## config.mk

```make
export PLATFORM = sky130hd
export DESIGN_NAME = ftmi_out_buf
export DESIGN_NICKNAME = d
export VERILOG_FILES = /design/src/hw/rtl/ftmi_pkg.sv /design/src/hw/rtl/ftmi_out_buf.sv
export SDC_FILE = /design/constraint.sdc
export NUM_CORES = 1
export LEC_CHECK = 0
export BUFFER_PORTS_ARGS = -buffer_cell sky130_fd_sc_hd__clkbuf_2
export CAP_MARGIN = 30
export CORE_MARGIN = 2
export CORE_UTILIZATION = 40
export DETAILED_ROUTE_END_ITERATION = 8
export SYNTH_ARGS = -nofsm -noshare
export SYNTH_HDL_FRONTEND = slang
export SYNTH_SLANG_ARGS = --single-unit
```

## constraint.sdc

```tcl
create_clock -name clk -period 5.8 [get_ports clk]
set_input_delay 0.58 -clock clk [delete_from_list [all_inputs] [get_ports clk]]
set_output_delay 0.58 -clock clk [all_outputs]
set_load 0.01 [all_outputs]
```

## src/hw/rtl/ftmi_pkg.sv

```systemverilog
`default_nettype none
// ----------------------------------------------------------------------------
// ftmi_pkg
// Shared types and constants of the flat index unravel block.
// ----------------------------------------------------------------------------
package ftmi_pkg;

	localparam int MAX_DIMS_DEF    = 4;
	localparam int INDEX_WIDTH_DEF = 32;

	localparam int NUM_COORD = 4;
	localparam int COORD_W   = 32;
	localparam int RANK_W    = 3;
	localparam int CFG_IDX_W = 3;
	localparam int DIV_W     = COORD_W + 1;

	localparam logic [CFG_IDX_W-1:0] REG_RANK     = 3'd0;
	localparam logic [CFG_IDX_W-1:0] REG_DIM_BASE = 3'd1;

	typedef logic [COORD_W-1:0] coord_t;

	typedef struct packed {
		logic [DIV_W-1:0] divisor;
		logic             zero;
	} dim_ctl_t;

endpackage
`default_nettype wire

```

## src/hw/rtl/ftmi_out_buf.sv

```systemverilog
`default_nettype none
// ----------------------------------------------------------------------------
// ftmi_out_buf
// Output register with one skid entry; stalls the pipeline only when full.
// ----------------------------------------------------------------------------
module ftmi_out_buf #(
	parameter int N_COORD = ftmi_pkg::MAX_DIMS_DEF
) (
	input  wire logic                                      clk,
	input  wire logic                                      arst_n,
	input  wire logic                                      tail_vld,
	input  wire logic [N_COORD-1:0][ftmi_pkg::COORD_W-1:0] tail_crd,
	input  wire logic                                      out_ready,
	output logic                                           pipe_en,
	output logic                                           out_valid,
	output logic [N_COORD-1:0][ftmi_pkg::COORD_W-1:0]      out_crd
);

	logic                                      out_vld_q;
	logic [N_COORD-1:0][ftmi_pkg::COORD_W-1:0] out_crd_q;
	logic                                      skid_vld_q;
	logic [N_COORD-1:0][ftmi_pkg::COORD_W-1:0] skid_crd_q;
	logic                                      take;

	assign take      = out_vld_q && out_ready;
	assign pipe_en   = !skid_vld_q;
	assign out_valid = out_vld_q;
	assign out_crd   = out_crd_q;

	always_ff @(posedge clk or negedge arst_n) begin
		if (!arst_n) begin
			out_vld_q  <= 1'b0;
			skid_vld_q <= 1'b0;
		end else if (skid_vld_q) begin
			if (take) begin
				skid_vld_q <= 1'b0;
			end
		end else if (tail_vld) begin
			if (!out_vld_q || take) begin
				out_vld_q <= 1'b1;
			end else begin
				skid_vld_q <= 1'b1;
			end
		end else if (take) begin
			out_vld_q <= 1'b0;
		end
	end

	always_ff @(posedge clk) begin
		if (skid_vld_q) begin
			if (take) begin
				out_crd_q <= skid_crd_q;
			end
		end else if (tail_vld) begin
			if (!out_vld_q || take) begin
				out_crd_q <= tail_crd;
			end else begin
				skid_crd_q <= tail_crd;
			end
		end
	end

endmodule
`default_nettype wire

```

# Word level (Yosys, flattened, before mapping)
# Cells that the tools add are included.
totals:
  register_bits: 258
  inputBits: 132
  output_inout_bits: 130
  word_cells: 35
classes:
  eq_ne: 2
  n_mux: 11
  bitwise: 2
  reduce_logical: 10
ops:
  columns: ["operator", "n"]
  rows:
  - ["128-bit two-way mux", 4]
  - ["3-bit AND reduction", 3]
  - ["1-bit two-way mux", 7]
  - ["2-bit nonzero test", 3]
  - ["2-bit by 1-bit != test with 1-bit output (second input constant)", 2]
  - ["1-bit logical NOT", 2]
  - ["1-bit NOT", 2]
  - ["1-bit logical AND", 1]
  - ["1-bit logical OR", 1]

# Logic depth before layout (Yosys ltp)
depth:
  depth_word: 5
  ltp_mapped: 5
  depth_no_buf: 2

# Worst setup path before layout
# OpenSTA, ideal clock, no wires.
synth_timing:
  path_type: "reg2reg"
  start: "register skid_vld_q"
  end: "register out_crd_q (netlist bit out_crd[0]), enable pin"
  setup_ns: 0.498
  arrival_time_ns: 3.743
  required_time_ns: 5.302
  path_slack_ns: 1.559
  stages_incl_launch_ff: 6
  n_path_buf: 3
  period_less_slack_ns: 4.241
  path_cell_list: "dfrtp_1 buf_6 buf_6 buf_6 nor2_1 o22a_1"
synth_via:
  elab_chain_len: 2
  word_cells_on_any_way: 4
  cone_classes: "eq/ne: 1; reduce/logical: 3"
synth_lines:
  columns: ["item", "line_no", "source"]
  rows:
  - ["start: declaration", "ftmi_out_buf.sv:21", "logic skid_vld_q;"]
  - ["start signal: assignment", "ftmi_out_buf.sv:33", "skid_vld_q <= 1'b0;"]
  - ["start signal: assignment", "ftmi_out_buf.sv:36", "skid_vld_q <= 1'b0;"]
  - ["start signal: assignment", "ftmi_out_buf.sv:42", "skid_vld_q <= 1'b1;"]
  - ["2-bit by 1-bit != test with 1-bit output (no source line) or 2-bit nonzero test (tied branches)", null, null]
  - ["3-bit AND reduction (no source line) *", null, null]
  - ["end signal: assignment", "ftmi_out_buf.sv:52", "out_crd_q <= skid_crd_q;"]
  - ["end signal: assignment", "ftmi_out_buf.sv:56", "out_crd_q <= tail_crd;"]
  - ["end: declaration", "ftmi_out_buf.sv:20", "logic [N_COORD-1:0][ftmi_pkg::COORD_W-1:0] out_crd_q;"]
# Every way passes the cells marked *; elsewhere a longest branch is shown, timed or not.
# A chain may end at the register's enable or synchronous reset.

# Final worst setup path
layout_timing:
  start: "register skid_vld_q"
  end: "register out_crd_q (netlist bit out_crd[90]), enable pin"
# The elaborated chain is that of the path after synthesis.

==> results.ini <==
[worst_setup_path]
arrival_ps=3030
timing.rr.end=out_crd[90]$_DFFE_PP_
slowest_delay_ps=720
worst-path-buf-inv=2
crit_path_max_fanout=64
worstSetupStartpoint=skid_vld_q$_DFF_PN0_
crit_chain=buf_16, nor2_1, o22a_4, buf_4
r2r_slack_ps=2920
crit_path_start_kind=flip-flop
crit_path_end=out_crd[90]$_DFFE_PP_
r2r-start=skid_vld_q$_DFF_PN0_
path_class=reg2reg
crit_required_ps=5960
cp-end-kind=flip-flop
cp.depth=4
cp_slowest_cell=o22a_4
worstRegToRegCells=4
path_delay_family=buffers and inverters

[route]
dr.first_iter.drc_count=267
drc=0
totalWireLength_mm=18.8
vias_per_cell=4.69
antenna_left=0
vias=4851
dr.pass1.iters=4
post_drt_wl_per_cell_um=18.2

[timing]
final-max-slew-violation-count=0
rsz0062_at_grt=false
timing.final.crit_share=0.496
finalSetupViolCount=0
slew-limit-headroom=0.372
worstMarginPinSlew_ps=942
hold_viol=0
skew_ps=15.1
fin_crit_ps=2880
holdWs_ps=243
max_freq_ghz=0.347
tns_ps=0

[synth]
yosys.area.top_type=edfxtp_1
ys_warn_count=0
ys_types=14
syn_inst=410
synth_area_leaders=edfxtp_1 (80%), mux2_4 (8.6%), mux2_2 (8.6%)
ys_ff_latch=258
post-synth-top-area-fraction=0.803
syn_nets=542
ys_seq_area_frac=0.809
synth_area_per_cell_um2=23.3
synth_area_um2=9570

[final_layout]
final_core_util=0.519
layout-drive-gt1-share=0.615
fill_cells=1926
final_cell_mix=clkbuf_2 (261), edfxtp_1 (256), mux2_2 (73)
n_antenna_cell=0
finalNonFillerCells=1035
syn2layout_area_growth_pct=27.2
nets=826
final_common_cell=clkbuf_2

[global_routing]
grt_pass1_vias=4989
grt_max_degree=71
grt_usage=0.139
grt_antenna_before_repair=0
grt_pass1_wl_mm=27.0
grt-ovfl-total=0

[job]
drv_cap=0

[placement]
place_hpwl_mm=12.6
dp.cells=980
portBuffers=261
place.gp.congestion=0.774

[hold_path]
whs_path_depth=1
hp-class=in2reg

[die]
initial_core_util=0.408
fp.dieH_um=159
core_um2=23500
die_x_um=159
rows=56
io_pins=262
die-area_um2=25200

[clock_network]
cts_resized=0
cts_tree=built
clock_sinks=258
h-tree-depth=1
clk_latency_ps=530
clk_path_buf_depth=3
cts_buffers=28
cts_root_buf=clkbuf_16
path_clk_slew_ps=60

[power]
peakVddDrop_uv=238
pwr_density_cell_nw_per_um2=507
power_leakage_uw=0.00473

[outcome]
status=finished, final reports clean

flip-flops by register name, indices dropped and copies added, names as in the netlist:
register,count
skid_vld_q,1
out_crd,128
out_valid,1
skid_crd_q,128
final cells by class:
cell class	count	area, µm²	share of cell area
timing repair buffer	269	1430	0.118
tap	319	399	0.0328
clock inverter	17	130	0.0107
sequential	258	7740	0.636
clock buffer	35	748	0.0615
multi-input combinational	136	1720	0.141
inverter	1	3.75	0.000308
per-stage QoR:
stage | instance area (µm²) | total power (µW) | worst slack, ps
CTS | 12100 | 6250 | 2840
global placement | 11200 | 4490 | 2790
global route | 12200 | 6460 | 2730
floorplan | 9570 | 3980 | 1560
detailed placement | 11200 | 4560 | 2870
finish | 12200 | 6170 | 2920
worst reg2reg max path, cell delays in order (launching register included):
cell and delay [ps]:
dfrtp_4 630, buf_16 270, nor2_1 200, o22a_4 720, buf_4 670
cells in the mapped netlist, drive strengths merged:
| cell | number |
|---|---|
| buf | 15 |
| edfxtp | 256 |
| and4bb | 1 |
| and2 | 1 |
| o22a | 1 |
| a21oi | 1 |
| dfrtp | 2 |
| mux2 | 128 |
| a22o | 1 |
| nand2b | 1 |
| inv | 1 |
| nor2 | 2 |
report_power, final:
part / switching, µW / internal, µW
sequential: 168 / 2730
clock: 683 / 998
combinational: 866 / 734
routing by layer:
metal  global-route usage  wire (µm)
met1                0.166       7430
met2                0.238       9280
met3               0.0422       1580
met4               0.0502        519
met5                    0          0
worst min-delay path by stage:
| stage | from | endpoint | slack [ps] |
|---|---|---|---|
| CTS | tail_crd[37] | skid_crd_q[37]$_DFFE_PP_ | 220 |
| floorplan | arst_n | out_valid$_DFFE_PN0P_ | 280 |
| finish | tail_crd[86] | skid_crd_q[86]$_DFFE_PP_ | 240 |
| global placement | arst_n | out_valid$_DFFE_PN0P_ | 370 |
| detailed placement | arst_n | out_valid$_DFFE_PN0P_ | 370 |
| global route | tail_crd[37] | skid_crd_q[37]$_DFFE_PP_ | 220 |
logic make-up (layout without fill, tap and decap cells):
kind of cell / after synthesis / count (layout) / synth area share
simple gates: 5 / 5 / 0.00340
compound gates: 3 / 3 / 0.00235
buf+inv: 16 / 322 / 0.0135
mux: 128 / 128 / 0.172
flops: 258 / 258 / 0.809
timing repair:
| action | 4_1_cts | 5_1_grt |
|---|---|---|
| hold buffers | 1 | 0 |
| buffers inserted | 0 | 0 |
| hold endpoints to repair | 2 | 0 |
No activity file was read; power rests on OpenSTA's default activity.
