### src/hw/rtl/ftmi_pkg.sv
`default_nettype none
// ----------------------------------------------------------------------------
// ftmi_pkg
// Shared types and constants of the flat index unravel block.
// ----------------------------------------------------------------------------
package ftmi_pkg;

	localparam int MAX_DIMS_DEF    = 4;
	localparam int INDEX_WIDTH_DEF = 32;

	localparam int NUM_COORD = 4;
	localparam int COORD_W   = 32;
	localparam int RANK_W    = 3;
	localparam int CFG_IDX_W = 3;
	localparam int DIV_W     = COORD_W + 1;

	localparam logic [CFG_IDX_W-1:0] REG_RANK     = 3'd0;
	localparam logic [CFG_IDX_W-1:0] REG_DIM_BASE = 3'd1;

	typedef logic [COORD_W-1:0] coord_t;

	typedef struct packed {
		logic [DIV_W-1:0] divisor;
		logic             zero;
	} dim_ctl_t;

endpackage
`default_nettype wire

### src/hw/rtl/ftmi_cfg.sv
`default_nettype none
// ----------------------------------------------------------------------------
// ftmi_cfg
// Shape registers and per-dimension divisor control.
// ----------------------------------------------------------------------------
module ftmi_cfg #(
	parameter int MAX_DIMS = ftmi_pkg::MAX_DIMS_DEF
) (
	input  wire logic                              clk,
	input  wire logic                              arst_n,
	input  wire logic                              cfg_we,
	input  wire logic [ftmi_pkg::CFG_IDX_W-1:0]    cfg_addr,
	input  wire logic [ftmi_pkg::COORD_W-1:0]      cfg_wdata,
	output ftmi_pkg::dim_ctl_t [MAX_DIMS-1:0]      dim_ctl
);

	logic [ftmi_pkg::RANK_W-1:0]              rank_q;
	logic [MAX_DIMS-1:0][ftmi_pkg::COORD_W-1:0] size_q;
	logic [ftmi_pkg::RANK_W-1:0]              used;

	always_ff @(posedge clk or negedge arst_n) begin
		if (!arst_n) begin
			rank_q <= ftmi_pkg::RANK_W'(1);
			for (int d = 0; d < MAX_DIMS; d++) begin
				size_q[d] <= ftmi_pkg::COORD_W'(1);
			end
		end else if (cfg_we) begin
			if (cfg_addr == ftmi_pkg::REG_RANK) begin
				rank_q <= cfg_wdata[ftmi_pkg::RANK_W-1:0];
			end
			for (int d = 0; d < MAX_DIMS; d++) begin
				if (cfg_addr == ftmi_pkg::REG_DIM_BASE + ftmi_pkg::CFG_IDX_W'(d)) begin
					size_q[d] <= cfg_wdata;
				end
			end
		end
	end

	always_comb begin
		used = (rank_q > ftmi_pkg::RANK_W'(MAX_DIMS)) ? ftmi_pkg::RANK_W'(MAX_DIMS) : rank_q;
		for (int d = 0; d < MAX_DIMS; d++) begin
			if (ftmi_pkg::RANK_W'(d) >= used) begin
				dim_ctl[d].divisor = ftmi_pkg::DIV_W'(1);
				dim_ctl[d].zero    = 1'b0;
			end else if (size_q[d] == '0) begin
				dim_ctl[d].divisor = {1'b1, {ftmi_pkg::COORD_W{1'b0}}};
				dim_ctl[d].zero    = 1'b1;
			end else begin
				dim_ctl[d].divisor = {1'b0, size_q[d]};
				dim_ctl[d].zero    = 1'b0;
			end
		end
	end

endmodule
`default_nettype wire

### config.mk
export PLATFORM = sky130hd
export DESIGN_NAME = ftmi_cfg
export DESIGN_NICKNAME = d
export VERILOG_FILES = /design/src/hw/rtl/ftmi_pkg.sv /design/src/hw/rtl/ftmi_cfg.sv
export SDC_FILE = /design/constraint.sdc
export NUM_CORES = 1
export LEC_CHECK = 0
export BUFFER_PORTS_ARGS = -buffer_cell sky130_fd_sc_hd__buf_2
export CELL_PAD_IN_SITES_DETAIL_PLACEMENT = 2
export CELL_PAD_IN_SITES_GLOBAL_PLACEMENT = 2
export CORE_MARGIN = 2
export CORE_UTILIZATION = 34
export DETAILED_ROUTE_END_ITERATION = 7
export PLACE_DENSITY = 0.8
export SKIP_LAST_GASP = 1
export SLEW_MARGIN = 20
export SYNTH_ARGS = -nofsm -noshare
export SYNTH_HDL_FRONTEND = slang
export SYNTH_SLANG_ARGS = --single-unit
### constraint.sdc
create_clock -name clk -period 1.7 [get_ports clk]
set_input_delay 0.255 -clock clk [delete_from_list [all_inputs] [get_ports clk]]
set_output_delay 0.255 -clock clk [all_outputs]
set_load 0.01 [all_outputs]
## Word level (Yosys, flattened, before mapping)

Index checks and enable logic that the tools add are counted.
W data, S select, Z words.

- Magnitude comparators: 5
- Eq/ne operators: 4
- Muxes and demuxes: 9
- Reductions and logical operators: 10

Operators with widths:

| operator | number |
|---|---|
| $mux W34 | 8 |
| $logic_not A32 Y1 | 4 |
| $reduce_and A2 Y1 | 5 |
| $eq A3 B2 Y1 const B | 2 |
| $ge A1 B3 Y1 const A | 2 |
| $ge A2 B3 Y1 const A | 2 |
| $eq A3 B1 Y1 const B | 1 |
| $eq A3 B3 Y1 const B | 1 |
| $gt A3 B3 Y1 const B | 1 |
| $logic_not A3 Y1 | 1 |
| $mux W3 | 1 |

- Bits in registers: 131
- Output and inout port bits: 136
- Word-level logic and storage cells: 33

## Logic depth before layout (Yosys ltp)

- Depth after elaboration: 4
- Mapped depth: 5

## Worst setup path after synthesis

OpenSTA, ideal clock, no wires.

- Path type: register -> output
- Start: reg rank_q[2] (netlist name)
- End: out dim_ctl[67] (netlist name)
- Data arrival time: 1.613 ns
- Path slack: -0.168 ns
- Stages on the path, launching flop included: 6
- Path buffers: 2
- Cell sequence: dfrtp_1 clkbuf_2 nor2_1 or2_2 nor4_1 buf_4

RTL lines:

| item | line | RTL |
|---|---|---|
| start, declared | ftmi_cfg.sv:17 | `logic [ftmi_pkg::RANK_W-1:0] rank_q;` |
| start signal, assigned | ftmi_cfg.sv:23 | `rank_q <= ftmi_pkg::RANK_W'(1);` |
| start signal, assigned | ftmi_cfg.sv:29 | `rank_q <= cfg_wdata[ftmi_pkg::RANK_W-1:0];` |
| end, declared | ftmi_cfg.sv:14 | `output ftmi_pkg::dim_ctl_t [MAX_DIMS-1:0] dim_ctl` |

==> results.txt <==
----------------------------------------------------
[Place]
  Gpl congestion ... 0.798
  Worst slack at placement ... -0.250 ns
  Count of port buffers added during placement ... 173
  Post-detailed-placement half-perimeter wirelength ... 15.6 mm
  Placed Area ... 7600 um2

[Synthesis]
  Mapped cell area ... 6100 um2
  Number of different library cells in the post-synthesis netlist ... 26
  Avg Synthesized Cell Area ... 12.8 um2
  FF+latch count, synth ... 131
  Count of yosys warnings during synthesis ... 0
  Synth Net Count ... 513
  Cell count after synthesis ... 475
  Seq/Total Area, Yosys ... 0.539

[Run status]
  Outcome ... finished, violations left
  Failing checks ... setup timing

[Global routing]
  Met3 usage in global routing ... 0.0592
  Top Usage Layer GRT ... met2
  Met1 Resource Use GR ... 0.365
  Overall global routing resource usage ... 0.306
  Pin count of the biggest net entering global routing ... 39
  Wire length of the first global-routing pass ... 40.8 mm
  Number of global-route vias before repair ... 5849
  Global route total overflow ... 0
  Met2 track demand over resource in global routing ... 0.536
  Initial antenna violation count ... 1

[Pwr]
  Total power divided by cell area ... 1470 nW/um2
  Total power ... 14.5 mW
  Largest vdd supply drop ... 0.873 mV
  Total leakage power ... 4.60 nW

[Clock network]
  Maximum level of the CTS H-tree ... 4
  Clock-pin transition on the worst setup and hold timing paths ... 0.06 ns
  Number of buffers on the longest clock path ... 2
  Clock buffer count from CTS ... 17
  Clock tree from TritonCTS ... built
  Number of sinks driven by the clock tree ... 131
  Clock latency on the worst-skew pair ... 0.43 ns
  Cell chosen for the clock root ... sky130_fd_sc_hd__clkbuf_16

[Timing]
  Setup WS post-layout ... -0.798 ns
  Sum of negative setup slack ... -41.85 ns
  RSZ-0062 raised after global routing ... true
  Slew margin rel. ... 0.580
  Fin. Hold Viols ... 0
  Max Slew Vio Count ... 0
  Final setup viols ... 136
  Final setup skew ... 0 ns
  Worst-margin pin slew ... 0.630 ns
  Period minus WS final ... 2.50 ns
  Final cycle utilization of the critical path ... 1.47
  Highest clock rate ... 400 MHz

[Layout]
  FF+latch area ... 3290 um2
  Most frequent cells in the layout ... sky130_fd_sc_hd__dfrtp_1 (124), sky130_fd_sc_hd__buf_2 (100), sky130_fd_sc_hd__buf_6 (90)
  Final layout net count ... 759
  Most common cell after layout, fill and taps aside ... sky130_fd_sc_hd__dfrtp_1
  Number of fillers in the final layout ... 1616
  Area of combinational cells with multiple inputs ... 3410 um2
  Final design utilization ... 0.567
  Fraction of final layout cells sized beyond drive strength 1 ... 0.666
  Final design area excluding fillers ... 9870 um2
  Area delta synth->final ... 61.9%

[Die]
  Starting density of the core ... 0.350
  IO Count ... 174
  Overall die area ... 19000 um2
  Width of the die ... 138 um
  Total number of placement rows ... 48
  Die boundary height ... 138 um
  Area inside the core boundary ... 17400 um2

[Setup path]
  Element type at the critical path end ... primary output
  Critical Path RT ... 1.44 ns
  Arrival @ worst endpoint ... 2.24 ns
  Crit-path max FO ... 2
  Classification of the worst setup path ... flop to primary output
  Nature of the critical path startpoint ... flop

[Routing]
  Number of design rule violations left after detail routing ... 0
  DRC marker count from the first detailed-route iteration ... 300
  Average vias per placed instance ... 5.54
  Count of TritonRoute iterations in the first routing pass ... 5
  DRT Wirelength ... 32.8 mm
  Count of antenna-violating nets left after detailed routing ... 0
  Routed len/inst ... 34.2 um
  Vias after detailed routing ... 5303

[Min path]
  Classification of the worst-slack hold path ... primary input to flop

[Job]
  Max-cap check violation count ... 0

----------------------------------------------------
## stage by stage
stage / instances / hold slack, ns
3_5_place_dp: 893 / 0.292
6_report: 957 / 0.112
5_1_grt: 957 / 0.104
4_1_cts: 943 / 0.107
3_3_place_gp: 893 / 0.280
2_1_floorplan: 475 / -0.0406
## final timing paths
path | from | to | slack, ns | depth (start not counted)
setup reg to reg | rank_q[2]$_DFFE_PN0P_ | rank_q[2]$_DFFE_PN0P_ | 0.58 | 3
hold reg to reg | size_q[12]$_DFFE_PN0P_ | size_q[12]$_DFFE_PN0P_ | 0.54 | 1
min in group asynchronous | arst_n | size_q[17]$_DFFE_PN0P_ | 0.39 | 2
setup / recovery | size_q[68]$_DFFE_PN0P_ | dim_ctl[101] | -0.80 | 6
hold / removal | cfg_wdata[15] | size_q[15]$_DFFE_PN0P_ | 0.11 | 2
max in group asynchronous | arst_n | size_q[75]$_DFFE_PN0P_ | 0.68 | 3
## critical path: stages (launching register included)
cell and delay [ns]:
sky130_fd_sc_hd__dfrtp_1 0.44, sky130_fd_sc_hd__nor4_4 0.44, sky130_fd_sc_hd__buf_4 0.20, sky130_fd_sc_hd__nand4_1 0.10, sky130_fd_sc_hd__buf_4 0.17, sky130_fd_sc_hd__nor3_4 0.25
sky130_fd_sc_hd__buf_2 0.20
## metal layers
metal  vias to the layer above  share of wire
met3                        65          0.045
met4                         0          0.034
li1                       2153              -
met1                      2876           0.39
met5                         -              0
met2                       209           0.53
## cell families (layout without fill, tap and decap cells)
| kind of cell | count (synthesis) | in the layout | share of synthesized area |
|---|---|---|---|
| AOI/OAI and AO/OA | 1 | 1 | 0.000820 |
| buffers and inverters | 31 | 287 | 0.0302 |
| DFF | 131 | 131 | 0.539 |
| muxes | 131 | 131 | 0.242 |
| other | 0 | 1 | 0 |
| and+or+nand+nor | 181 | 181 | 0.188 |
## where the power goes
part           internal (mW)  switching (mW)  leakage [nW]
clock network           2.32            1.48         0.288
logic                   3.16            2.79          2.75
registers               3.83           0.910          1.56
total                   9.31            5.18          4.60
## cell usage after synthesis
library cell,count,area (um2)
sky130_fd_sc_hd__nor4b_2,1,15.0
sky130_fd_sc_hd__nor4_1,29,181
sky130_fd_sc_hd__nand4_1,6,37.5
sky130_fd_sc_hd__dfstp_2,5,131
sky130_fd_sc_hd__nor3_2,1,10.0
sky130_fd_sc_hd__a21oi_1,1,5.00
sky130_fd_sc_hd__buf_4,10,75.1
sky130_fd_sc_hd__mux2_1,42,473
sky130_fd_sc_hd__clkbuf_2,1,5.00
sky130_fd_sc_hd__nor2_1,1,3.75
sky130_fd_sc_hd__nor3_1,7,35.0
sky130_fd_sc_hd__and2_1,31,194
sky130_fd_sc_hd__or2_2,3,18.8
sky130_fd_sc_hd__nand2_1,3,11.3
sky130_fd_sc_hd__nor4bb_1,2,20.0
sky130_fd_sc_hd__buf_2,5,25.0
sky130_fd_sc_hd__or4_1,1,7.51
sky130_fd_sc_hd__nand3_1,1,5.00
sky130_fd_sc_hd__dfrtp_1,126,3150
sky130_fd_sc_hd__nor2b_1,84,526
sky130_fd_sc_hd__nand4b_1,1,8.76
sky130_fd_sc_hd__buf_6,3,33.8
sky130_fd_sc_hd__and2b_1,9,67.6
sky130_fd_sc_hd__mux2_2,89,1000
sky130_fd_sc_hd__nand2b_1,1,6.26
sky130_fd_sc_hd__clkbuf_1,12,45.0
## area by class of cell
| type | count | share of cell area |
|---|---|---|
| antenna | 1 | 0.000253 |
| clock buffer | 24 | 0.0508 |
| clock inverter | 5 | 0.00760 |
| multi-input combinational | 313 | 0.346 |
| sequential | 131 | 0.333 |
| tap | 225 | 0.0285 |
| timing repair buffer | 258 | 0.234 |
## registers in the layout (all words and copies together) (netlist names)
register / flops
rank_q: 3
size_q: 128
## what timing repair did
item | 4_1_cts | 5_1_grt
setup buffers | 15 | 20
cloned | 5 | 2
hold endpoints to repair | 30 | 0
endpoints found under the setup margin | 118 | 129
pin swaps | 12 | 9
resized for setup | 121 | 181
hold buffers | 1 | 0
Note: power is estimated with default switching activity, not from simulation.
