===== config.mk =====
export PLATFORM = sky130hd
export DESIGN_NAME = ftmi_div_stage
export DESIGN_NICKNAME = d
export VERILOG_FILES = /design/src/hw/rtl/ftmi_pkg.sv /design/src/hw/rtl/ftmi_div_stage.sv
export SDC_FILE = /design/constraint.sdc
export NUM_CORES = 1
export LEC_CHECK = 0
export BUFFER_PORTS_ARGS = -buffer_cell sky130_fd_sc_hd__buf_4
export CAP_MARGIN = 20
export CORE_AREA = 2 2 163 165
export CTS_CLUSTER_DIAMETER = 150
export DETAILED_ROUTE_END_ITERATION = 10
export DIE_AREA = 0 0 165 167
export HOLD_SLACK_MARGIN = 0.1
export PLACE_DENSITY = 0.57
export SYNTH_ARGS = -nofsm -noshare
export SYNTH_HDL_FRONTEND = slang
export SYNTH_SLANG_ARGS = --single-unit

===== constraint.sdc =====
create_clock -name clk -period 1.2 [get_ports clk]
set_input_delay 0.12 -clock clk [delete_from_list [all_inputs] [get_ports clk]]
set_output_delay 0.12 -clock clk [all_outputs]
set_load 0.01 [all_outputs]

===== src/hw/rtl/ftmi_pkg.sv =====
`default_nettype none
// ----------------------------------------------------------------------------
// ftmi_pkg
// Shared types and constants of the flat index unravel block.
// ----------------------------------------------------------------------------
package ftmi_pkg;

	localparam int MAX_DIMS_DEF    = 4;
	localparam int INDEX_WIDTH_DEF = 32;

	localparam int NUM_COORD = 4;
	localparam int COORD_W   = 32;
	localparam int RANK_W    = 3;
	localparam int CFG_IDX_W = 3;
	localparam int DIV_W     = COORD_W + 1;

	localparam logic [CFG_IDX_W-1:0] REG_RANK     = 3'd0;
	localparam logic [CFG_IDX_W-1:0] REG_DIM_BASE = 3'd1;

	typedef logic [COORD_W-1:0] coord_t;

	typedef struct packed {
		logic [DIV_W-1:0] divisor;
		logic             zero;
	} dim_ctl_t;

endpackage
`default_nettype wire


===== src/hw/rtl/ftmi_div_stage.sv =====
`default_nettype none
// ----------------------------------------------------------------------------
// ftmi_div_stage
// One restoring division step: one quotient bit per pipeline stage.
// ----------------------------------------------------------------------------
module ftmi_div_stage #(
	parameter int INDEX_W = ftmi_pkg::INDEX_WIDTH_DEF,
	parameter int N_COORD = ftmi_pkg::MAX_DIMS_DEF,
	parameter int SLOT    = 0,
	parameter bit LAST    = 1'b0
) (
	input  wire logic                                    clk,
	input  wire logic                                    arst_n,
	input  wire logic                                    en,
	input  wire ftmi_pkg::dim_ctl_t                      ctl,
	input  wire logic                                    up_vld,
	input  wire logic [INDEX_W-1:0]                      up_quo,
	input  wire logic [ftmi_pkg::COORD_W-1:0]            up_rem,
	input  wire logic [N_COORD-1:0][ftmi_pkg::COORD_W-1:0] up_crd,
	output logic                                         vld_s1,
	output logic [INDEX_W-1:0]                           quo_s1,
	output logic [ftmi_pkg::COORD_W-1:0]                 rem_s1,
	output logic [N_COORD-1:0][ftmi_pkg::COORD_W-1:0]    crd_s1
);

	logic [ftmi_pkg::COORD_W:0]                r_sh;
	logic [ftmi_pkg::COORD_W+1:0]              diff;
	logic                                      ge;
	logic [ftmi_pkg::COORD_W-1:0]              rem_div;
	logic [ftmi_pkg::COORD_W-1:0]              rem_nxt;
	logic [INDEX_W-1:0]                        quo_nxt;
	logic [N_COORD-1:0][ftmi_pkg::COORD_W-1:0] crd_nxt;

	always_comb begin
		r_sh    = {up_rem, up_quo[INDEX_W-1]};
		diff    = {1'b0, r_sh} - {1'b0, ctl.divisor};
		ge      = !diff[ftmi_pkg::COORD_W+1];
		rem_div = ge ? diff[ftmi_pkg::COORD_W-1:0] : r_sh[ftmi_pkg::COORD_W-1:0];
		quo_nxt = {up_quo[INDEX_W-2:0], ge};
		rem_nxt = rem_div;
		crd_nxt = up_crd;
		if (LAST) begin
			crd_nxt[SLOT] = rem_div;
			rem_nxt       = '0;
			if (ctl.zero) begin
				quo_nxt = '0;
			end
		end
	end

	always_ff @(posedge clk or negedge arst_n) begin
		if (!arst_n) begin
			vld_s1 <= 1'b0;
		end else if (en) begin
			vld_s1 <= up_vld;
		end
	end

	always_ff @(posedge clk) begin
		if (en) begin
			quo_s1 <= quo_nxt;
			rem_s1 <= rem_nxt;
			crd_s1 <= crd_nxt;
		end
	end

endmodule
`default_nettype wire


# After elaboration in Yosys (flattened, before gate mapping)
# Cells that the tools add are included.
# op_classes
addsub	1
n_mux	1
reduce_logical	1
# ops
cell	n
$sub A33 B33 Y34	1
$mux W32	1
$logic_not A1 Y1	1
# word_totals
input_bits	230
register_bits	193
elab_cells	10

# Depth between registers and ports, before layout
# Gate-level depths: netlist of the first run.
# depth
depth_word	2
mapped_depth	12
mapped_depth_nobuf	12

# Worst setup path before layout of the first run
# OpenSTA, ideal clock, no wires.
# synth_timing
path_type	input port to flip-flop
start	input ctl[2] (netlist name)
end	register rem_s1[21] (netlist name) (data pin)
setup_ns	0.262
n_path_buf	1
path_slack_ns	-1.230
arrival_ns	2.168
path_stages	10
path_cell_list	inv_1 -> ha_1 -> nor2b_1 -> o2111ai_1 -> a31o_2 -> a21oi_4 -> a21oi_2 -> o31ai_4 -> buf_6 -> mux2_1
# synth_via
elab_chain_len	2
# synth_lines
item	line_no	rtl
start: declaration	ftmi_div_stage.sv:15	input wire ftmi_pkg::dim_ctl_t ctl,
$sub A33 B33 Y34	ftmi_div_stage.sv:36	diff = {1'b0, r_sh} - {1'b0, ctl.divisor};
$mux W32	ftmi_div_stage.sv:38	rem_div = ge ? diff[ftmi_pkg::COORD_W-1:0] : r_sh[ftmi_pkg::COORD_W-1:0];
via rem_div (one bit)	ftmi_div_stage.sv:29	logic [ftmi_pkg::COORD_W-1:0] rem_div;
end signal: assignment	ftmi_div_stage.sv:62	rem_s1 <= rem_nxt;
end: declaration	ftmi_div_stage.sv:22	output logic [ftmi_pkg::COORD_W-1:0] rem_s1,
# The timed path passes the listed nets, and every way through them passes these cells.
# A chain may end at the register's enable or synchronous reset.

# Worst setup path after layout of the first run
# layout_timing
start	input up_rem[1] (netlist name)
end	register rem_s1[4] (netlist name) (data pin)
# layout_via
elab_chain_len	2
# layout_lines
item	line_no	rtl
start: declaration	ftmi_div_stage.sv:18	input wire logic [ftmi_pkg::COORD_W-1:0] up_rem,
$sub A33 B33 Y34	ftmi_div_stage.sv:36	
$mux W32	ftmi_div_stage.sv:38	
via rem_div (one bit)	ftmi_div_stage.sv:29	
# The timed path passes the listed nets, and every way through them passes these cells.

==> results of run 1 <==
## logic make-up after synthesis
group           Yosys count  synth area share
flops                   193            0.7038
fa+ha+maj                34           0.05262
simple gates            110           0.06189
buf+inv                  64           0.03452
mux                      11           0.01490
compound gates          139            0.1046
xor+xnor                 26           0.02768
## metrics by stage
stage	setup TNS (ns)	util	power, mW
5_1_grt	-24.68	0.6287	20.41
3_5_place_dp	-42.84	0.5008	12.54
3_3_place_gp	-41.96	0.5008	12.49
6_report	-23.15	0.6287	19.53
2_1_floorplan	-33.34	-	10.03
4_1_cts	-23.39	0.6184	19.47
## placed cells by master (no fill, tap or decap), drive strengths merged, types with 2 or more instances in the layout
cell type / Yosys / layout
a31o: 2 / 2
diode: 0 / 12
mux2: 10 / 10
o211ai: 3 / 3
or3: 2 / 2
o31ai: 4 / 4
clkinv: 0 / 6
nand2b: 5 / 5
nand3: 10 / 10
and3: 4 / 4
o21a: 4 / 4
buf: 13 / 566
edfxtp: 192 / 192
xnor2: 16 / 16
dlygate4sd3: 0 / 190
a21boi: 2 / 2
inv: 46 / 54
nand2: 22 / 22
a21oi: 63 / 63
o21ai: 22 / 22
a31oi: 8 / 8
nor2b: 5 / 5
a21o: 19 / 19
ha: 33 / 33
o21bai: 2 / 2
o2111ai: 2 / 2
clkbuf: 5 / 19
nor3: 5 / 5
nor2: 44 / 44
o41ai: 2 / 2
xor2: 10 / 10
nor3b: 2 / 2
nand4: 8 / 8
## per-layer routing
layer	vias up	global-route usage	wire, µm
met5	-	0	13
met4	2	0.09414	1035
met3	63	0.05828	2088
met2	269	0.4208	17610
met1	3750	0.2374	11460
li1	3689	-	-
## repair_timing
item / 4_1_cts / 5_1_grt
resized for setup: 79 / 44
hold buffers: 190 / 0
pin swaps: 28 / 15
setup buffers: 19 / 6
hold endpoints to repair: 191 / 0
setup endpoints to repair: 33 / 34
gates cloned: 2 / 0
## power by group
group          switching [mW]  internal [mW]
Sequential              0.197           8.12
Clock                    3.06           2.93
Combinational            2.24           2.98
## flip-flops by register name (all words and copies together), names as in the netlist
register,count
vld_s1,1
rem_s1,32
crd_s1,128
quo_s1,32
## final timing paths
check	startpoint	endpoint	slack, ns	cells past startpoint
setup reg to reg	vld_s1$_DFFE_PN0P_	vld_s1$_DFFE_PN0P_	0.45	1
hold reg to reg	vld_s1$_DFFE_PN0P_	vld_s1$_DFFE_PN0P_	0.52	1
min in group asynchronous	arst_n	vld_s1$_DFFE_PN0P_	0.58	3
max in group asynchronous	arst_n	vld_s1$_DFFE_PN0P_	0.51	3
hold / removal	up_rem[19]	rem_s1[20]$_DFFE_PP_	0.13	4
setup / recovery	up_rem[1]	rem_s1[4]$_DFFE_PP_	-0.78	10
## worst max-delay path: cells and delay by family
kind,cells,cell delay [ns]
AOI/OAI and AO/OA,5,0.92
adders and majority gates,1,0.37
buffers and inverters,3,0.43
muxes,1,0.31
## area by class of cell
type	instances	area [µm²]	share of cell area
timing repair buffer	757	6439	0.3975
multi-input combinational	320	2706	0.1671
tap	335	419.2	0.02588
antenna	12	30.03	0.001854
inverter	46	187.7	0.01159
sequential	193	5791	0.3575
clock buffer	18	439.2	0.02711
clock inverter	14	185.2	0.01143
==> reports/results.tsv, run 1 <==
metric	value	unit
slowest CP cell	ha_2	
total grt overflow	0	
violated checks	setup timing	
Final Hold Fails	0	
VDD IR max	719.0	µV
Netlist Area Pre-Place	0.008228	mm²
initial detailed-routing violation count	457	
Placed Cells	1439	
Tot GR Track Use	0.2260	
type of origin of the critical path	input port	
die height	167	µm
Cell Chain, Critical Path	buf_4 -> ha_2 -> o2111ai_2 -> a31o_4 -> a21oi_4 -> a21oi_4 -> o31ai_4 -> buf_6 -> buf_8 -> mux2_4	
DR DRC count	0	
share of Yosys cell area claimed by the top area cell type	0.7007	
Final period util	1.650	
total I/O pin count	423	
synthesis-stage register bit count	193	
TritonCTS clock tree	done	
Worst Tran Pin Value	0.3616	ns
Net Count, Synth	841	
Die Wd	165	µm
clk root buf	clkbuf_16	
Worst slew margin	0.7558	
clk buf depth	2	
cell mode on critical path	a21oi_4	
top_reg_cell synth	edfxtp_1	
Total Die Area	0.02756	mm²
global-route wire length before repair	46.48	mm
most numerous cell in the Yosys netlist	edfxtp_1	
Cells after Synth	577	
sequential area share after synthesis	0.7038	
Via density	4.586	
pre-CTS setup slack	-1.487	ns
# setup viols final	33	
Setup CP Type	input port to register	
Hold Slack	0.1262	ns
Syn. warnings	0	
placed cell area	0.01290	mm²
number of max-cap violations	0	
CTS buffer count	17	
Worst-path clk slew	0.08	ns
RSZ-0062 raised after global routing	true	
# H-tree levels	4	
clock sink total	193	
Critical Path AT	2.16	ns
critical path required time	1.38	ns
synth-to-layout area growth	96.85	%
Finished Layout Cells	1695	
Pre-antenna DRT Iters	6	
PD cells	1206	mW/mm²
clk_skew	0	ns
crit-path max cell delay	0.37	ns
main area contributors after synthesis	edfxtp_1, ha_1, a21oi_1	
Routed WL per cell	19.00	µm
Hold/Removal Path Class	input port to register	
DPL Wire Length	23.24	mm
via count	7773	
slack of the critical path	-0.7795	ns
Final ANT Viol Nets	0	
PortBufs	421	
largest net degree at the start of global routing	56	
P_leak	7.081	nW
Initial Util	0.3194	
Core Region	0.02576	mm²
antenna violations before repair	12	
nets	1599	
clk_lat worst skew	0.43	ns
Post-synth top cells	edfxtp_1, a21oi_1, inv_1	
Layout fillers	2004	
status	finished with violations	
vias in the first global route	8213	
Fmax	505.2	MHz
syn_area_per_cell	14.26	µm²
fin crit period	1.980	ns
FP Rows	59	
Final GP Congestion	0.8447	
share of layout cells above drive strength 1	0.5185	
Pins Over Slew Limit	0	
crit-path max FO	6	
Unique masters post-synth	51	
WL final	32.20	mm
final instance area	0.01620	mm²
area leader, netlist	edfxtp_1	
Post-synth EDFFs	192	
capturing element type of the critical path	register	
async set-reset flop share out of synthesis	0.005181	
(Power assumes the default switching activity.)
==> inputs of run 2 (changes only) <==
- ABC_AREA: not set -> 1
- CORE_AREA: 2 2 163 165 -> 2 2 162 164
- DIE_AREA: 0 0 165 167 -> 0 0 164 166
- PLACE_DENSITY: 0.57 -> 0.6
==> run 2 against run 1 <==
Compared with the run above:
- the run still ends with setup timing left
- clock skew is the same
- clock power shrank 3%
- cell count grew 16%
- clock-buffer cell count shrank 1
- design area grew 11%
- non-clock buffer count grew 6
- synthesized area grew 9.0%
- worst hold slack lost 0.013 ns
- fmax grew 35%
- sequential power is essentially flat
- power grew 2.7%
- routed wire length grew 14%
- critical endpoint is now rem_s1[16]$_DFFE_PP_
- largest cell class unchanged
- largest power group unchanged
- highest routed layer is now met4
==> reports/results.tsv, run 2 <==
metric	value	unit
clock sink total	193	
clk root buf	clkbuf_16	
Final Hold Fails	0	
Layout fillers	1810	
largest net degree at the start of global routing	54	
Layout Utilization	0.7027	
global-route wire length before repair	53.16	mm
share of Yosys cell area claimed by the top area cell type	0.6427	
Final ANT Viol Nets	0	
# setup viols final	34	
type of origin of the critical path	input port	
Final GP Congestion	0.9323	
Post-synth top cells	nand2_1, edfxtp_1, inv_1	
total grt overflow	0	
capturing element type of the critical path	register	
DR DRC count	0	
clk_skew	0	ns
violated checks	setup timing	
main area contributors after synthesis	edfxtp_1, nand2_1, inv_1	
DPL Wire Length	25.74	mm
Pins Over Slew Limit	0	
Syn. warnings	0	
Hold Path Stages	4	
Setup CP Type	input port to register	
nets	1878	
R2R depth	1	
setup TNS	-6.434	ns
vias in the first global route	9516	
synth-to-layout area growth	100.7	%
Die Wd	164	µm
async set-reset flop share out of synthesis	0.005181	
slack of the critical path	-0.2648	ns
Worst Tran Pin Value	0.3399	ns
share of layout cells above drive strength 1	0.5587	
FP Rows	59	
Critical Path AT	1.63	ns
clk buf depth	2	
RSZ-0062 raised after global routing	true	
TritonCTS clock tree	done	
number of max-cap violations	0	
Core Region	0.02562	mm²
antenna violations before repair	7	
PortBufs	421	
top_reg_cell synth	edfxtp_1	
Unique masters post-synth	31	
via count	9098	
Worst-path clk slew	0.08	ns
total I/O pin count	423	
# H-tree levels	4	
CTS buffer count	17	
Finished Layout Cells	1969	
Placed Cells	1700	
leading cell type in the layout, fill and taps excluded	buf_4	
sequential area share after synthesis	0.6455	
Total Die Area	0.02722	mm²
Post-synth EDFFs	192	
WL final	36.72	mm
Initial Util	0.3502	
Pwr Total	20.06	mW
Netlist Area Pre-Place	0.008971	mm²
fin crit period	1.465	ns
VDD IR max	912.8	µV
Largest register FFs	128	
Biggest register	crd_s1	
synthesis-stage register bit count	193	
area leader, netlist	edfxtp_1	
most frequent cells in the layout	buf_4, edfxtp_1, dlygate4sd3_1	
Pre-antenna DRT Iters	5	
crit-path max FO	3	
Cells after Synth	836	
Final period util	1.221	
Hold/Removal Path Class	input port to register	
Fmax	682.7	MHz
Via density	4.621	
Routed WL per cell	18.65	µm
biggest regs	crd_s1 x128, quo_s1 x32, rem_s1 x32	
syn_area_per_cell	10.73	µm²
initial detailed-routing violation count	472	
most numerous cell in the Yosys netlist	nand2_1	
Net Count, Synth	1100	
status	finished with violations	
P_leak	8.304	nW
Worst slew margin	0.7734	
clk_lat worst skew	0.42	ns
PD cells	1114	mW/mm²
die height	166	µm
critical path required time	1.37	ns
Tot GR Track Use	0.2608	
-- run 2: cell types whose count changed after synthesis, sizes merged, moves of 8 or more --
cell	change
o21ai	-21
and2	+10
nand2	+248
inv	+100
a31oi	-8
a21o	-19
nand3	+63
a21oi	-43
mux2	-9
xnor2	-16
-- run 2: repair_timing --
| action | in CTS | in global routing |
|---|---|---|
| gates resized for setup | 199 | 143 |
| buffers inserted | 33 | 7 |
| endpoints found under the setup margin | 34 | 34 |
| pin swaps | 81 | 106 |
| endpoints found under the hold margin | 187 | 0 |
| cloned | 8 | 0 |
| hold buffers | 188 | 0 |
-- run 2: final timing paths --
kind | from | end | slack [ns]
setup / recovery | up_quo[31] | rem_s1[16]$_DFFE_PP_ | -0.26
hold / removal | up_rem[26] | rem_s1[27]$_DFFE_PP_ | 0.11
setup reg to reg | vld_s1$_DFFE_PN0P_ | vld_s1$_DFFE_PN0P_ | 0.42
hold reg to reg | vld_s1$_DFFE_PN0P_ | vld_s1$_DFFE_PN0P_ | 0.56
max in group asynchronous | arst_n | vld_s1$_DFFE_PN0P_ | 0.54
min in group asynchronous | arst_n | vld_s1$_DFFE_PN0P_ | 0.55
-- run 2: worst max-delay path, cell delays in order --
cell	delay (ns)
buf_6	0.10
clkinv_4	0.04
ha_4	0.13
inv_4	0.03
fa_2	0.37
nand3_2	0.11
nand3_4	0.08
nand2_2	0.09
nand2_4	0.07
buf_6	0.13
nand3_2	0.05
nand2_2	0.05
xor2_1	0.15
nand2_1	0.06
nand2_1	0.05
-- run 2: logic make-up (layout without fill, tap and decap cells) --
logic type / count (synthesis) / after routing / share of synthesized area
adders and majority gates: 34 / 34 / 0.04826
other: 0 / 7 / 0
buffers and inverters: 155 / 941 / 0.06946
xor gates and xnor gates: 15 / 15 / 0.01464
DFF: 193 / 193 / 0.6455
AOI/OAI and AO/OA: 24 / 24 / 0.01464
muxes: 1 / 1 / 0.001255
and+or+nand+nor: 414 / 419 / 0.2063
-- run 2: layer usage --
metal  vias to the layer above  global-route usage  routed length (µm)
met3                        78             0.06419                2573
met2                       348              0.4748               19790
met1                      4360              0.2820               12980
met5                         -                   0                   0
met4                         0              0.1190                1376
li1                       4312                   -                   -
-- run 2: area by class of cell --
class                   instances  area (µm²)  area share
clock inverters                15       183.9     0.01022
diodes                          7       17.52   0.0009731
flip-flops and latches        193        5791      0.3217
clock buffers                  17       425.4     0.02363
inverters                     146       588.1     0.03267
multi-input cells             493        3948      0.2193
repair buffers                763        6629      0.3682
well taps                     335       419.2     0.02328
-- run 2: power by group --
group | switching, mW | total [mW] | leakage (nW) | internal, mW
clock network | 2.99 | 5.83 | 0.294 | 2.84
registers | 0.210 | 8.33 | 1.89 | 8.12
logic | 2.80 | 5.89 | 6.12 | 3.09
-- run 2: through the flow --
stage	area, µm²	setup WS [ns]	hold slack, ns
3_5_place_dp	13940	-0.8953	-0.09541
6_report	18000	-0.2648	0.1136
2_1_floorplan	9445	-0.4257	-0.1756
4_1_cts	17460	-0.2160	0.1025
5_1_grt	18000	-0.3242	0.1105
3_3_place_gp	13940	-0.8827	-0.09443
==> inputs of run 3 (changes only) <==
- PLACE_DENSITY: 0.6 -> 0.67
==> run 3 against run 2 <==
Compared with the run above:
- the run still ends with setup timing left
- first-iteration DRC count increased by 23%
- worst hold slack gained 0.021 ns
- die area unchanged
- fmax down 0.10%
- core utilization is essentially flat
- routed wire length grew 6.3%
- global-route usage grew 1.5 points
- via count rose by 1.6%
- critical path type unchanged
- critical path depth up 1
- non-clock buffer count rose by 1
==> reports/results.tsv, run 3 (synthesized netlist as in run 2, its figures left out) <==
metric	value	unit
Largest register FFs	128	
status	finished with violations	
setup TNS	-6.239	ns
type of origin of the critical path	input port	
violated checks	setup timing	
CTS buffer count	17	
clk_lat worst skew	0.43	ns
DR DRC count	0	
Worst setup startpoint	ctl[5]	
# H-tree levels	4	
CP endpoint	rem_s1[16]$_DFFE_PP_	
clk buf depth	2	
fin crit period	1.466	ns
die height	166	µm
Pins Over Slew Limit	0	
total I/O pin count	423	
capturing element type of the critical path	register	
most frequent cells in the layout	buf_4, edfxtp_1, dlygate4sd3_1	
number of max-cap violations	0	
vias in the first global route	9494	
leading cell type in the layout, fill and taps excluded	buf_4	
Initial Util	0.3502	
clk_skew	0	ns
Final Hold Fails	0	
largest net degree at the start of global routing	60	
Seq. cell area	0.005791	mm²
Hold Slack	0.1348	ns
WL final	39.03	mm
Setup CP Type	input port to register	
RSZ-0062 raised after global routing	true	
multi-input logic area	0.003948	mm²
Layout fillers	1821	
Pwr Total	20.07	mW
slack of the critical path	-0.2663	ns
Critical Path AT	1.65	ns
Via density	4.692	
FP Rows	59	
Worst-path clk slew	0.08	ns
PD cells	1115	mW/mm²
P_leak	8.262	nW
antenna violations before repair	9	
crit-path max FO	6	
Final GP Congestion	0.9453	
TritonCTS clock tree	done	
reg2reg start	vld_s1$_DFFE_PN0P_	
share of layout cells above drive strength 1	0.5513	
# setup viols final	33	
global-route wire length before repair	55.21	mm
Routed WL per cell	19.80	µm
total grt overflow	0	
Biggest register	crd_s1	
VDD IR max	975.3	µV
pre-CTS setup slack	-0.7976	ns
Pre-antenna DRT Iters	5	
Final period util	1.222	
clock sink total	193	
Fmax	682.0	MHz
Core Region	0.02562	mm²
Die Wd	164	µm
Crit Reg-Reg Endpoint	vld_s1$_DFFE_PN0P_	
Worst slew margin	0.7128	
nets	1880	
PortBufs	421	
via count	9247	
Hold/Removal Path Class	input port to register	
Worst Tran Pin Value	0.4307	ns
R2R setup slack	0.42	ns
biggest regs	crd_s1 x128, quo_s1 x32, rem_s1 x32	
Final ANT Viol Nets	0	
initial detailed-routing violation count	581	
synth-to-layout area growth	100.7	%
critical path required time	1.38	ns
clk root buf	clkbuf_16	
Total Die Area	0.02722	mm²
DPL Wire Length	26.54	mm
Tot GR Track Use	0.2758	
R2R depth	1	
run 3: final cells by class:
type / count / area share
flip-flops and latches: 193 / 0.3215
repair buffers: 764 / 0.3691
well taps: 335 / 0.02328
inverters: 146 / 0.03293
clock buffers: 18 / 0.02383
clock inverters: 14 / 0.009102
diodes: 7 / 0.0009727
multi-input cells: 494 / 0.2192
run 3: worst min-delay path by stage:
stage / start / endpoint / slack (ns) / depth (start not counted)
3_3_place_gp: arst_n / vld_s1$_DFFE_PN0P_ / -0.10 / 1
3_5_place_dp: arst_n / vld_s1$_DFFE_PN0P_ / -0.10 / 1
5_1_grt: up_rem[25] / rem_s1[26]$_DFFE_PP_ / 0.14 / 4
2_1_floorplan: arst_n / vld_s1$_DFFE_PN0P_ / -0.18 / 0
4_1_cts: up_rem[24] / rem_s1[25]$_DFFE_PP_ / 0.10 / 4
6_report: up_rem[25] / rem_s1[26]$_DFFE_PP_ / 0.13 / 4
run 3: report_power, final:
group	internal (mW)	switching (mW)	total, mW
Combinational	3.08	2.87	5.95
Sequential	8.13	0.223	8.35
Clock	2.81	2.96	5.77
Total	14.0	6.05	20.1
run 3: what timing repair did:
item                       4_1_cts  5_1_grt
hold buffers                   191        1
hold endpoints to repair       190        1
cloned                           9        1
gates resized for setup        205      124
pin swaps                       83       92
setup endpoints to repair       33       34
setup buffers                   22       10
run 3: critical path, stage by stage:
cell and delay (ns):
buf_6 0.10, inv_4 0.05, ha_4 0.21, nand2_4 0.09
inv_2 0.04, nand2_2 0.08, nand2_2 0.06, nand2_2 0.07
nand3_4 0.10, nand2_4 0.11, nand2_8 0.08, nand2_8 0.15
buf_12 0.15, nand2_8 0.09, nand2_2 0.08, nand2_1 0.06
run 3: per-stage QoR:
stage	util	area, µm²	std cells
6_report	0.7030	18010	1971
5_1_grt	0.7030	18010	1971
4_1_cts	0.6802	17420	1953
3_5_place_dp	0.5410	13860	1699
3_3_place_gp	0.5410	13860	1699
2_1_floorplan	-	9445	836
run 3: routing by layer:
metal	vias up	track usage	share of wire
met5	-	0	0
met4	0	0.1095	0.036
met3	84	0.04995	0.059
met2	395	0.5153	0.54
met1	4448	0.3052	0.37
li1	4320	-	-
